[config.mk]
export PLATFORM = sky130hd
export DESIGN_NAME = framed_decimal_token_parser
export DESIGN_NICKNAME = d
export VERILOG_FILES = /design/src/design/fdtp_pkg.sv /design/src/design/framed_decimal_token_parser.sv /design/src/design/fdtp_front.sv /design/src/design/fdtp_back.sv /design/src/design/fdtp_rfifo.sv
export SDC_FILE = /design/constraint.sdc
export NUM_CORES = 1
export LEC_CHECK = 0
export ABC_AREA = 1
export BUFFER_PORTS_ARGS = -buffer_cell sky130_fd_sc_hd__clkbuf_2
export CORE_ASPECT_RATIO = 1.75
export CORE_MARGIN = 2
export CORE_UTILIZATION = 55
export CTS_BUF_LIST = sky130_fd_sc_hd__clkbuf_16
export CTS_CLUSTER_DIAMETER = 80
export DETAILED_ROUTE_END_ITERATION = 12
export PLACE_DENSITY = 0.87
export SLEW_MARGIN = 20
export SYNTH_ARGS = -nofsm -noshare
export SYNTH_HDL_FRONTEND = slang
export SYNTH_SLANG_ARGS = --single-unit
[constraint.sdc]
create_clock -name clk -period 4.15 [get_ports clk]
set_clock_uncertainty 0.05 [all_clocks]
set_input_delay 0.83 -clock clk [delete_from_list [all_inputs] [get_ports clk]]
set_output_delay 0.83 -clock clk [all_outputs]
set_load 0.1 [all_outputs]
[src/design/fdtp_pkg.sv]
// shared types and constants of the framed decimal token parser
package fdtp_pkg;

	// register reset values
	localparam logic [7:0] START_MARKER_RST = 8'd60;
	localparam logic [7:0] END_MARKER_RST   = 8'd62;
	localparam logic [7:0] MAX_CHARS_RST    = 8'd31;

	// default token capacity of one frame
	localparam int MAX_TOKENS_DEF = 16;

	// queue depths
	localparam int MID_DEPTH = 2;
	localparam int RES_DEPTH = 4;

	// register map, index = paddr[3:2]
	localparam logic [1:0] REG_START_MARKER = 2'd0;
	localparam logic [1:0] REG_END_MARKER   = 2'd1;
	localparam logic [1:0] REG_MAX_CHARS    = 2'd2;

	// character codes
	localparam logic [7:0] CH_NUL   = 8'h00;
	localparam logic [7:0] CH_TAB   = 8'h09;
	localparam logic [7:0] CH_CR    = 8'h0D;
	localparam logic [7:0] CH_SPACE = 8'h20;
	localparam logic [7:0] CH_PLUS  = 8'h2B;
	localparam logic [7:0] CH_MINUS = 8'h2D;
	localparam logic [7:0] CH_DIG0  = 8'h30;
	localparam logic [7:0] CH_DIG9  = 8'h39;

	// text byte class
	typedef enum logic [2:0] {
		CLS_ZERO  = 3'd0,
		CLS_SPACE = 3'd1,
		CLS_WS    = 3'd2,
		CLS_PLUS  = 3'd3,
		CLS_MINUS = 3'd4,
		CLS_DIGIT = 3'd5,
		CLS_OTHER = 3'd6
	} char_cls_t;

	// token parse phase
	typedef enum logic [3:0] {
		PH_IDLE = 4'b0001,
		PH_WS   = 4'b0010,
		PH_NUM  = 4'b0100,
		PH_STOP = 4'b1000
	} tok_phase_t;

	// one classified byte handed from front to back
	typedef struct packed {
		logic      is_start;
		logic      is_end;
		char_cls_t cls;
		logic [3:0] digit;
	} byte_item_t;

endpackage

[src/design/framed_decimal_token_parser.sv]
// top level: register port, front end, back end and result queue
// path: an accepted byte is registered in the front queue, and its results in the result queue
// throughput: one byte per cycle when nothing stalls; the back end takes a byte whenever the result queue
// has room for two records, and an end marker that closes an open token within capacity writes two records
// in the same cycle, which the consumer drains one beat per cycle
// reset: arst_n clears both queues and all frame state and loads the register defaults
module framed_decimal_token_parser
	import fdtp_pkg::*;
#(
	parameter int MAX_TOKENS = MAX_TOKENS_DEF,
	parameter int TOTAL_W    = $clog2(MAX_TOKENS + 1)
) (
	input  logic               clk,
	input  logic               arst_n,
	input  logic               push,
	output logic               full,
	input  logic [7:0]         rx_byte,
	output logic               empty,
	input  logic               pop,
	output logic               kind,
	output logic [7:0]         value,
	output logic [TOTAL_W-1:0] token_total,
	output logic               dropped,
	output logic               last,
	input  logic               psel,
	input  logic               penable,
	input  logic               pwrite,
	input  logic [3:0]         paddr,
	input  logic [31:0]        pwdata,
	output logic [31:0]        prdata,
	output logic               pready
);

	localparam int REC_W = 11 + TOTAL_W;

	logic [7:0]       start_marker_q;
	logic [7:0]       end_marker_q;
	logic [7:0]       max_chars_q;
	logic             cfg_wr;
	logic [1:0]       reg_idx;

	logic             item_valid;
	byte_item_t       item;
	logic             item_take;
	logic             res_ready;
	logic [1:0]       res_cnt;
	logic [REC_W-1:0] res_rec0;
	logic [REC_W-1:0] res_rec1;
	logic [REC_W-1:0] out_rec;

	// register port
	assign pready  = 1'b1;
	assign reg_idx = paddr[3:2];
	assign cfg_wr  = psel && penable && pwrite && pready;

	always_ff @(posedge clk or negedge arst_n) begin
		if (!arst_n) begin
			start_marker_q <= START_MARKER_RST;
			end_marker_q   <= END_MARKER_RST;
			max_chars_q    <= MAX_CHARS_RST;
		end else if (cfg_wr) begin
			unique case (reg_idx)
				REG_START_MARKER: start_marker_q <= pwdata[7:0];
				REG_END_MARKER:   end_marker_q   <= pwdata[7:0];
				REG_MAX_CHARS:    max_chars_q    <= pwdata[7:0];
				default: ;
			endcase
		end
	end

	// register read back
	always_comb begin
		unique case (reg_idx)
			REG_START_MARKER: prdata = {24'd0, start_marker_q};
			REG_END_MARKER:   prdata = {24'd0, end_marker_q};
			REG_MAX_CHARS:    prdata = {24'd0, max_chars_q};
			default:          prdata = 32'd0;
		endcase
	end

	fdtp_front u_front (
		.clk          (clk),
		.arst_n       (arst_n),
		.push         (push),
		.full         (full),
		.rx_byte      (rx_byte),
		.start_marker (start_marker_q),
		.end_marker   (end_marker_q),
		.item_valid   (item_valid),
		.item         (item),
		.item_take    (item_take)
	);

	fdtp_back #(
		.MAX_TOKENS (MAX_TOKENS),
		.TOTAL_W    (TOTAL_W),
		.REC_W      (REC_W)
	) u_back (
		.clk        (clk),
		.arst_n     (arst_n),
		.max_chars  (max_chars_q),
		.item_valid (item_valid),
		.item       (item),
		.item_take  (item_take),
		.res_ready  (res_ready),
		.res_cnt    (res_cnt),
		.res_rec0   (res_rec0),
		.res_rec1   (res_rec1)
	);

	fdtp_rfifo #(
		.W     (REC_W),
		.DEPTH (RES_DEPTH)
	) u_rfifo (
		.clk      (clk),
		.arst_n   (arst_n),
		.wr_cnt   (res_cnt),
		.wr_rec0  (res_rec0),
		.wr_rec1  (res_rec1),
		.wr_ready (res_ready),
		.pop      (pop),
		.empty    (empty),
		.rd_rec   (out_rec)
	);

	// unpack the head record
	assign kind        = out_rec[REC_W-1];
	assign value       = out_rec[REC_W-2 -: 8];
	assign token_total = out_rec[TOTAL_W+1:2];
	assign dropped     = out_rec[1];
	assign last        = out_rec[0];

endmodule

[src/design/fdtp_front.sv]
// front end: byte classification and the short queue toward the back end
module fdtp_front
	import fdtp_pkg::*;
(
	input  logic       clk,
	input  logic       arst_n,
	input  logic       push,
	output logic       full,
	input  logic [7:0] rx_byte,
	input  logic [7:0] start_marker,
	input  logic [7:0] end_marker,
	output logic       item_valid,
	output byte_item_t item,
	input  logic       item_take
);

	localparam int PTR_W = (MID_DEPTH > 1) ? $clog2(MID_DEPTH) : 1;
	localparam int CNT_W = $clog2(MID_DEPTH + 1);

	byte_item_t          cls_item;
	byte_item_t          mem_q [MID_DEPTH];
	logic [PTR_W-1:0]    wr_ptr_q;
	logic [PTR_W-1:0]    rd_ptr_q;
	logic [CNT_W-1:0]    count_q;
	logic                wr_en;
	logic                rd_en;

	// classify the incoming byte
	always_comb begin
		cls_item.is_start = (rx_byte == start_marker);
		cls_item.is_end   = (rx_byte == end_marker);
		cls_item.digit    = rx_byte[3:0];
		unique case (rx_byte) inside
			CH_NUL:            cls_item.cls = CLS_ZERO;
			CH_SPACE:          cls_item.cls = CLS_SPACE;
			[CH_TAB:CH_CR]:    cls_item.cls = CLS_WS;
			CH_PLUS:           cls_item.cls = CLS_PLUS;
			CH_MINUS:          cls_item.cls = CLS_MINUS;
			[CH_DIG0:CH_DIG9]: cls_item.cls = CLS_DIGIT;
			default:           cls_item.cls = CLS_OTHER;
		endcase
	end

	assign full       = (count_q == CNT_W'(MID_DEPTH));
	assign item_valid = (count_q != '0);
	assign wr_en      = push && !full;
	assign rd_en      = item_take && item_valid;
	assign item       = mem_q[rd_ptr_q];

	// queue storage
	always_ff @(posedge clk) begin
		if (wr_en) begin
			mem_q[wr_ptr_q] <= cls_item;
		end
	end

	// queue pointers and fill count
	always_ff @(posedge clk or negedge arst_n) begin
		if (!arst_n) begin
			wr_ptr_q <= '0;
			rd_ptr_q <= '0;
			count_q  <= '0;
		end else begin
			if (wr_en) begin
				wr_ptr_q <= (wr_ptr_q == PTR_W'(MID_DEPTH - 1)) ? '0 : wr_ptr_q + 1'b1;
			end
			if (rd_en) begin
				rd_ptr_q <= (rd_ptr_q == PTR_W'(MID_DEPTH - 1)) ? '0 : rd_ptr_q + 1'b1;
			end
			case ({wr_en, rd_en})
				2'b10:   count_q <= count_q + 1'b1;
				2'b01:   count_q <= count_q - 1'b1;
				default: count_q <= count_q;
			endcase
		end
	end

endmodule

[src/design/fdtp_back.sv]
// back end: frame and token state, builds up to two result records per byte
module fdtp_back
	import fdtp_pkg::*;
#(
	parameter int MAX_TOKENS = MAX_TOKENS_DEF,
	parameter int TOTAL_W    = $clog2(MAX_TOKENS + 1),
	parameter int REC_W      = 11 + TOTAL_W
) (
	input  logic             clk,
	input  logic             arst_n,
	input  logic [7:0]       max_chars,
	input  logic             item_valid,
	input  byte_item_t       item,
	output logic             item_take,
	input  logic             res_ready,
	output logic [1:0]       res_cnt,
	output logic [REC_W-1:0] res_rec0,
	output logic [REC_W-1:0] res_rec1
);

	logic               in_frame_q;
	logic [7:0]         char_count_q;
	logic               text_ended_q;
	tok_phase_t         phase_q;
	logic               negative_q;
	logic [7:0]         acc_q;
	logic [TOTAL_W-1:0] seen_q;
	logic               ovf_q;

	logic               nxt_in_frame;
	logic [7:0]         nxt_count;
	logic               nxt_text_ended;
	tok_phase_t         nxt_phase;
	logic               nxt_negative;
	logic [7:0]         nxt_acc;
	logic [TOTAL_W-1:0] nxt_seen;
	logic               nxt_ovf;

	logic [7:0]         e_count;
	logic               e_text_ended;
	tok_phase_t         e_phase;
	logic               e_negative;
	logic [7:0]         e_acc;
	logic [TOTAL_W-1:0] e_seen;
	logic               e_ovf;

	tok_phase_t         work_phase;
	logic               tok_open;
	logic               tok_room;
	logic [7:0]         tok_value;
	logic [7:0]         acc_next;
	logic               emit;
	logic               done;
	logic               lost;
	logic [TOTAL_W-1:0] done_total;
	logic [REC_W-1:0]   tok_rec;
	logic [REC_W-1:0]   done_rec;

	assign item_take = item_valid && res_ready;

	// per-frame values as seen after a possible restart
	always_comb begin
		if (item.is_start) begin
			e_count      = '0;
			e_text_ended = 1'b0;
			e_phase      = PH_IDLE;
			e_negative   = 1'b0;
			e_acc        = '0;
			e_seen       = '0;
			e_ovf        = 1'b0;
		end else begin
			e_count      = char_count_q;
			e_text_ended = text_ended_q;
			e_phase      = phase_q;
			e_negative   = negative_q;
			e_acc        = acc_q;
			e_seen       = seen_q;
			e_ovf        = ovf_q;
		end
	end

	// open token value and capacity check
	assign tok_open  = (e_phase != PH_IDLE);
	assign tok_room  = (e_seen < TOTAL_W'(MAX_TOKENS));
	assign tok_value = e_negative ? (~e_acc + 8'd1) : e_acc;
	assign acc_next  = {e_acc[4:0], 3'b000} + {e_acc[6:0], 1'b0} + {4'b0000, item.digit};

	// next state and result selection
	always_comb begin
		nxt_in_frame   = in_frame_q;
		nxt_count      = e_count;
		nxt_text_ended = e_text_ended;
		nxt_phase      = e_phase;
		nxt_negative   = e_negative;
		nxt_acc        = e_acc;
		nxt_seen       = e_seen;
		nxt_ovf        = e_ovf;
		work_phase     = (e_phase == PH_IDLE) ? PH_WS : e_phase;
		emit           = 1'b0;
		done           = 1'b0;
		lost           = 1'b0;
		done_total     = e_seen;

		if (!in_frame_q) begin
			// outside a frame only the start marker matters
			if (item.is_start) begin
				nxt_in_frame = 1'b1;
			end
		end else if (item.is_end) begin
			// close the open token, then report the frame
			emit         = !e_text_ended && tok_open && tok_room;
			lost         = !e_text_ended && tok_open && !tok_room;
			done         = 1'b1;
			done_total   = e_seen + TOTAL_W'(emit);
			nxt_in_frame = 1'b0;
			nxt_count      = '0;
			nxt_text_ended = 1'b0;
			nxt_phase      = PH_IDLE;
			nxt_negative   = 1'b0;
			nxt_acc        = '0;
			nxt_seen       = '0;
			nxt_ovf        = 1'b0;
		end else if (!item.is_start && !e_text_ended && (e_count < max_chars)) begin
			// text byte inside the kept range
			nxt_count = e_count + 8'd1;
			case (item.cls) inside
				CLS_ZERO, CLS_SPACE: begin
					emit           = tok_open && tok_room;
					lost           = tok_open && !tok_room;
					nxt_text_ended = (item.cls == CLS_ZERO);
					nxt_seen       = e_seen + TOTAL_W'(emit);
					nxt_ovf        = e_ovf || lost;
					nxt_phase      = PH_IDLE;
					nxt_negative   = 1'b0;
					nxt_acc        = '0;
				end
				default: begin
					unique case (work_phase)
						PH_WS: begin
							if (item.cls == CLS_WS) begin
								nxt_phase = PH_WS;
							end else if (item.cls == CLS_PLUS || item.cls == CLS_MINUS) begin
								nxt_negative = (item.cls == CLS_MINUS);
								nxt_phase    = PH_NUM;
							end else if (item.cls == CLS_DIGIT) begin
								nxt_acc   = acc_next;
								nxt_phase = PH_NUM;
							end else begin
								nxt_phase = PH_STOP;
							end
						end
						PH_NUM: begin
							if (item.cls == CLS_DIGIT) begin
								nxt_acc = acc_next;
							end else begin
								nxt_phase = PH_STOP;
							end
						end
						PH_STOP: nxt_phase = PH_STOP;
						default: nxt_phase = work_phase;
					endcase
				end
			endcase
		end
	end

	// result records: {kind, value, token_total, dropped, last}
	assign tok_rec  = {1'b0, tok_value, {TOTAL_W{1'b0}}, 1'b0, 1'b0};
	assign done_rec = {1'b1, 8'd0, done_total, e_ovf || lost, 1'b1};
	assign res_cnt  = item_take ? ({1'b0, emit} + {1'b0, done}) : 2'd0;
	assign res_rec0 = emit ? tok_rec : done_rec;
	assign res_rec1 = done_rec;

	// state registers, updated when a byte is taken
	always_ff @(posedge clk or negedge arst_n) begin
		if (!arst_n) begin
			in_frame_q   <= 1'b0;
			char_count_q <= '0;
			text_ended_q <= 1'b0;
			phase_q      <= PH_IDLE;
			negative_q   <= 1'b0;
			acc_q        <= '0;
			seen_q       <= '0;
			ovf_q        <= 1'b0;
		end else if (item_take) begin
			in_frame_q   <= nxt_in_frame;
			char_count_q <= nxt_count;
			text_ended_q <= nxt_text_ended;
			phase_q      <= nxt_phase;
			negative_q   <= nxt_negative;
			acc_q        <= nxt_acc;
			seen_q       <= nxt_seen;
			ovf_q        <= nxt_ovf;
		end
	end

endmodule

[src/design/fdtp_rfifo.sv]
// result queue, takes up to two records per cycle and hands out one
module fdtp_rfifo
	import fdtp_pkg::*;
#(
	parameter int W     = 16,
	parameter int DEPTH = RES_DEPTH
) (
	input  logic         clk,
	input  logic         arst_n,
	input  logic [1:0]   wr_cnt,
	input  logic [W-1:0] wr_rec0,
	input  logic [W-1:0] wr_rec1,
	output logic         wr_ready,
	input  logic         pop,
	output logic         empty,
	output logic [W-1:0] rd_rec
);

	localparam int PTR_W = $clog2(DEPTH);
	localparam int CNT_W = $clog2(DEPTH + 1);

	logic [W-1:0]     mem_q [DEPTH];
	logic [PTR_W-1:0] wr_ptr_q;
	logic [PTR_W-1:0] rd_ptr_q;
	logic [CNT_W-1:0] count_q;
	logic [PTR_W-1:0] wr_ptr_p1;
	logic             rd_en;

	assign wr_ready  = (count_q <= CNT_W'(DEPTH - 2));
	assign empty     = (count_q == '0);
	assign rd_en     = pop && !empty;
	assign rd_rec    = mem_q[rd_ptr_q];
	assign wr_ptr_p1 = wr_ptr_q + 1'b1;

	// storage, second record goes to the following slot
	always_ff @(posedge clk) begin
		if (wr_cnt != 2'd0) begin
			mem_q[wr_ptr_q] <= wr_rec0;
		end
		if (wr_cnt == 2'd2) begin
			mem_q[wr_ptr_p1] <= wr_rec1;
		end
	end

	// pointers and fill count
	always_ff @(posedge clk or negedge arst_n) begin
		if (!arst_n) begin
			wr_ptr_q <= '0;
			rd_ptr_q <= '0;
			count_q  <= '0;
		end else begin
			wr_ptr_q <= wr_ptr_q + PTR_W'(wr_cnt);
			if (rd_en) begin
				rd_ptr_q <= rd_ptr_q + 1'b1;
			end
			count_q <= count_q + CNT_W'(wr_cnt) - CNT_W'(rd_en);
		end
	end

endmodule

==> results_dict.tcl <==
set metrics [dict create \
    leakage_nw 4.465 \
    start_kind "flop" \
    cts_inserted_buffers 17 \
    track_usage_pct 26.12 \
    drv_slew 0 \
    grt_pass1_wl_um 35490 \
    grt_pass1_vias 7863 \
    io_buffers 50 \
    postRouteAntennaNets 0 \
    maxSlewHeadroom_pct 42.16 \
    drc 0 \
    vias 7811 \
    dpl.hpwl_um 15250 \
    rsz0062_at_grt "false" \
    netlist_area_um2 8583 \
    grt_max_degree 44 \
    vdd_drop_max_uv 449.4 \
    postSynthCellCount 1141 \
    dr.pass1.iters 6 \
    required_ps 4440 \
    vias_per_cell 5.599 \
    cts.sinks 142 \
    synth.most_common_cell "nand2_1" \
    rows 60 \
    hold_viol_final 0 \
    power_density_nw_per_um2 884.2 \
    path_buf_inv 2 \
    worst_slew_pin_slew_ps 866.6 \
    critPathMaxStageDelay_ps 420 \
    wl_per_cell_um 15.21 \
    clockRootBuffer "clkbuf_16" \
    ios 102 \
    cp-end-kind "flop" \
    die_y_um 169.3 \
    ys_warn_count 0 \
    yosysTopAreaCell "edfxtp_1" \
    drt_iter0_markers 554 \
    synth_top_area_share_pct 14.69 \
    crit_family "simple AND/OR/NAND/NOR gates" \
    crit_chain "nand2_1 -> nand2_1 -> nor2_1 -> ha_1 -> nand4_1 -> nand4_4 -> a21oi_4 -> nand3_4 -> o21ai_2 -> ha_1 -> o21ai_2 -> nor3_2 -> inv_1 -> nand2_2 -> inv_1 -> nand2_1 -> o21ai_1" \
    yosys.cell_types.count 51 \
    start_util_pct 56.05 \
    seq_area_frac_synth_pct 41.97 \
    ys_seq_elements 142 \
    cts_max_path_buffers 2 \
    h-tree-depth 4 \
    drt_wl_total_um 21210 \
    p_total_mw 8.415 \
    setup_viol 0 \
    antenna_found_initial 0 \
    yosys-top-cells-count "nand2_1 (313), inv_1 (122), nor2_1 (114)" \
    layout.nets 1277 \
    cts_tree "built" \
    outcome "completed" \
    yosys_most_used_dff "dfrtp_1" \
    die_w_um 98.44 \
    postCtsSetupBuffers 0 \
    crit_path_frequent_cell "nand2_1" \
    area_growth_pct 10.87 \
    syn_area_per_cell_um2 7.523 \
    fmax_mhz 259.6 \
    min_period_ps 3852 \
    die_area_um2 16660 \
    synth_edf_count 42 \
    worstHoldPathType "input pin to async pin" \
    n_antenna_cell 0 \
    core-area_um2 15310 \
    arrival_ps 4140 \
    clk_latency_ps 420 \
    path_max_fanout 10 \
    fin_crit_sh_pct 92.82 \
    tns_ps 0 \
    synth_top_cells_by_area "edfxtp_1 (15%), dfrtp_1 (14%), nand2_1 (14%)" \
    globalRoute.totalOverflow 0 \
    layout-drive-gt1-share_pct 14.39 \
    cp_slowest_cell "dfrtp_1" \
    criticalPathCategory "flop to flop" \
    cts.clk_slew.worst_paths_ps 70 \
    async_reset_ff_share_pct 45.07 \
    place_congestion 0.9231 \
    max_cap_viol_count 0 \
]
-- cell families after synthesis --
kind of cell / count (synthesis) / synth area share, %
muxes: 1 / 0.2624
buffers and inverters: 186 / 9.854
DFF: 142 / 41.97
other: 2 / 0.08750
AOI/OAI and AO/OA: 195 / 12.33
xor gates and xnor gates: 30 / 3.149
and+or+nand+nor: 555 / 27.80
adders and majority gates: 30 / 4.548
-- power breakdown --
group	switching (mW)	internal (mW)
combinational	3.56	1.24
clock	0.659	0.784
sequential	0.291	1.88
total	4.51	3.90
-- cells in the final DEF (no fill, tap or decap), drive strengths merged, types with 25 or more instances in the layout --
cell    netlist  routed
nand2       323     323
inv         129     141
o21ai       135     135
nor2        126     126
nand3        71      71
clkbuf       17      66
dfrtp        49      49
edfxtp       42      42
dfxtp        36      36
a21oi        29      29
ha           28      28
conb          2      25
-- per-layer routing --
metal,vias to the layer above,global-route usage [%],wire (um)
met5,-,0,0
met4,0,19.42,1239
met3,95,3.213,995
met2,358,48.03,11440
met1,3573,26.46,7541
li1,3785,-,-
-- cell type report --
type,count,area [um2]
Sequential cell,142,3602
Clock inverter,15,120.1
Multi-Input combinational cell,836,4255
Tap cell,186,232.7
Timing Repair Buffer,68,385.4
Clock buffer,17,425.4
Inverter,131,495.5
Fill cell,1317,5798
-- registers in the layout, indices dropped and copies added (netlist names), 2 cells and up --
register	flops
u_rfifo.mem_q	60
u_front.mem_q	18
end_marker_q	8
max_chars_q	8
start_marker_q	8
u_back.acc_q	8
u_back.char_count_q	8
u_back.seen_q	5
u_back.phase_q	4
u_rfifo.count_q	3
u_front.count_q	2
u_rfifo.rd_ptr_q	2
u_rfifo.wr_ptr_q	2
-- timing repair --
| action | 4_1_cts | 5_1_grt |
|---|---|---|
| endpoints found under the setup margin | 1 | 65 |
| hold buffers | 0 | 0 |
| pin swaps | 0 | 0 |
| hold endpoints to repair | 0 | 0 |
| gates resized for setup | 1 | 9 |
-- through the flow --
stage,hold WS [ps],instance area (um2),util (%),worst slack (ps),std cells
4_1_cts,352.7,9489,61.96,37.44,1395
3_3_place_gp,384.3,8939,58.37,185.7,1363
3_5_place_dp,385.2,8939,58.37,11.41,1363
5_1_grt,384.6,9517,62.14,29.22,1395
2_1_floorplan,370.9,8675,-,362.6,1164
6_report,357.9,9517,62.14,298.1,1395
-- final timing paths --
| path | startpoint | end | slack (ps) | depth (start not counted) |
|---|---|---|---|---|
| setup / recovery | u_front.rd_ptr_q | u_rfifo.mem_q[2][8] | 300 | 17 |
| hold / removal | arst_n | u_rfifo.count_q[2] | 360 | 1 |
| setup reg to reg | u_front.rd_ptr_q | u_rfifo.mem_q[2][8] | 300 | 17 |
| hold reg to reg | u_rfifo.mem_q[3][14] | u_rfifo.mem_q[3][14] | 400 | 2 |
| max in group asynchronous | arst_n | start_marker_q[2] | 2700 | 2 |
| min in group clk | u_rfifo.mem_q[3][14] | u_rfifo.mem_q[3][14] | 400 | 2 |
Power figures use the tool's default switching activity.
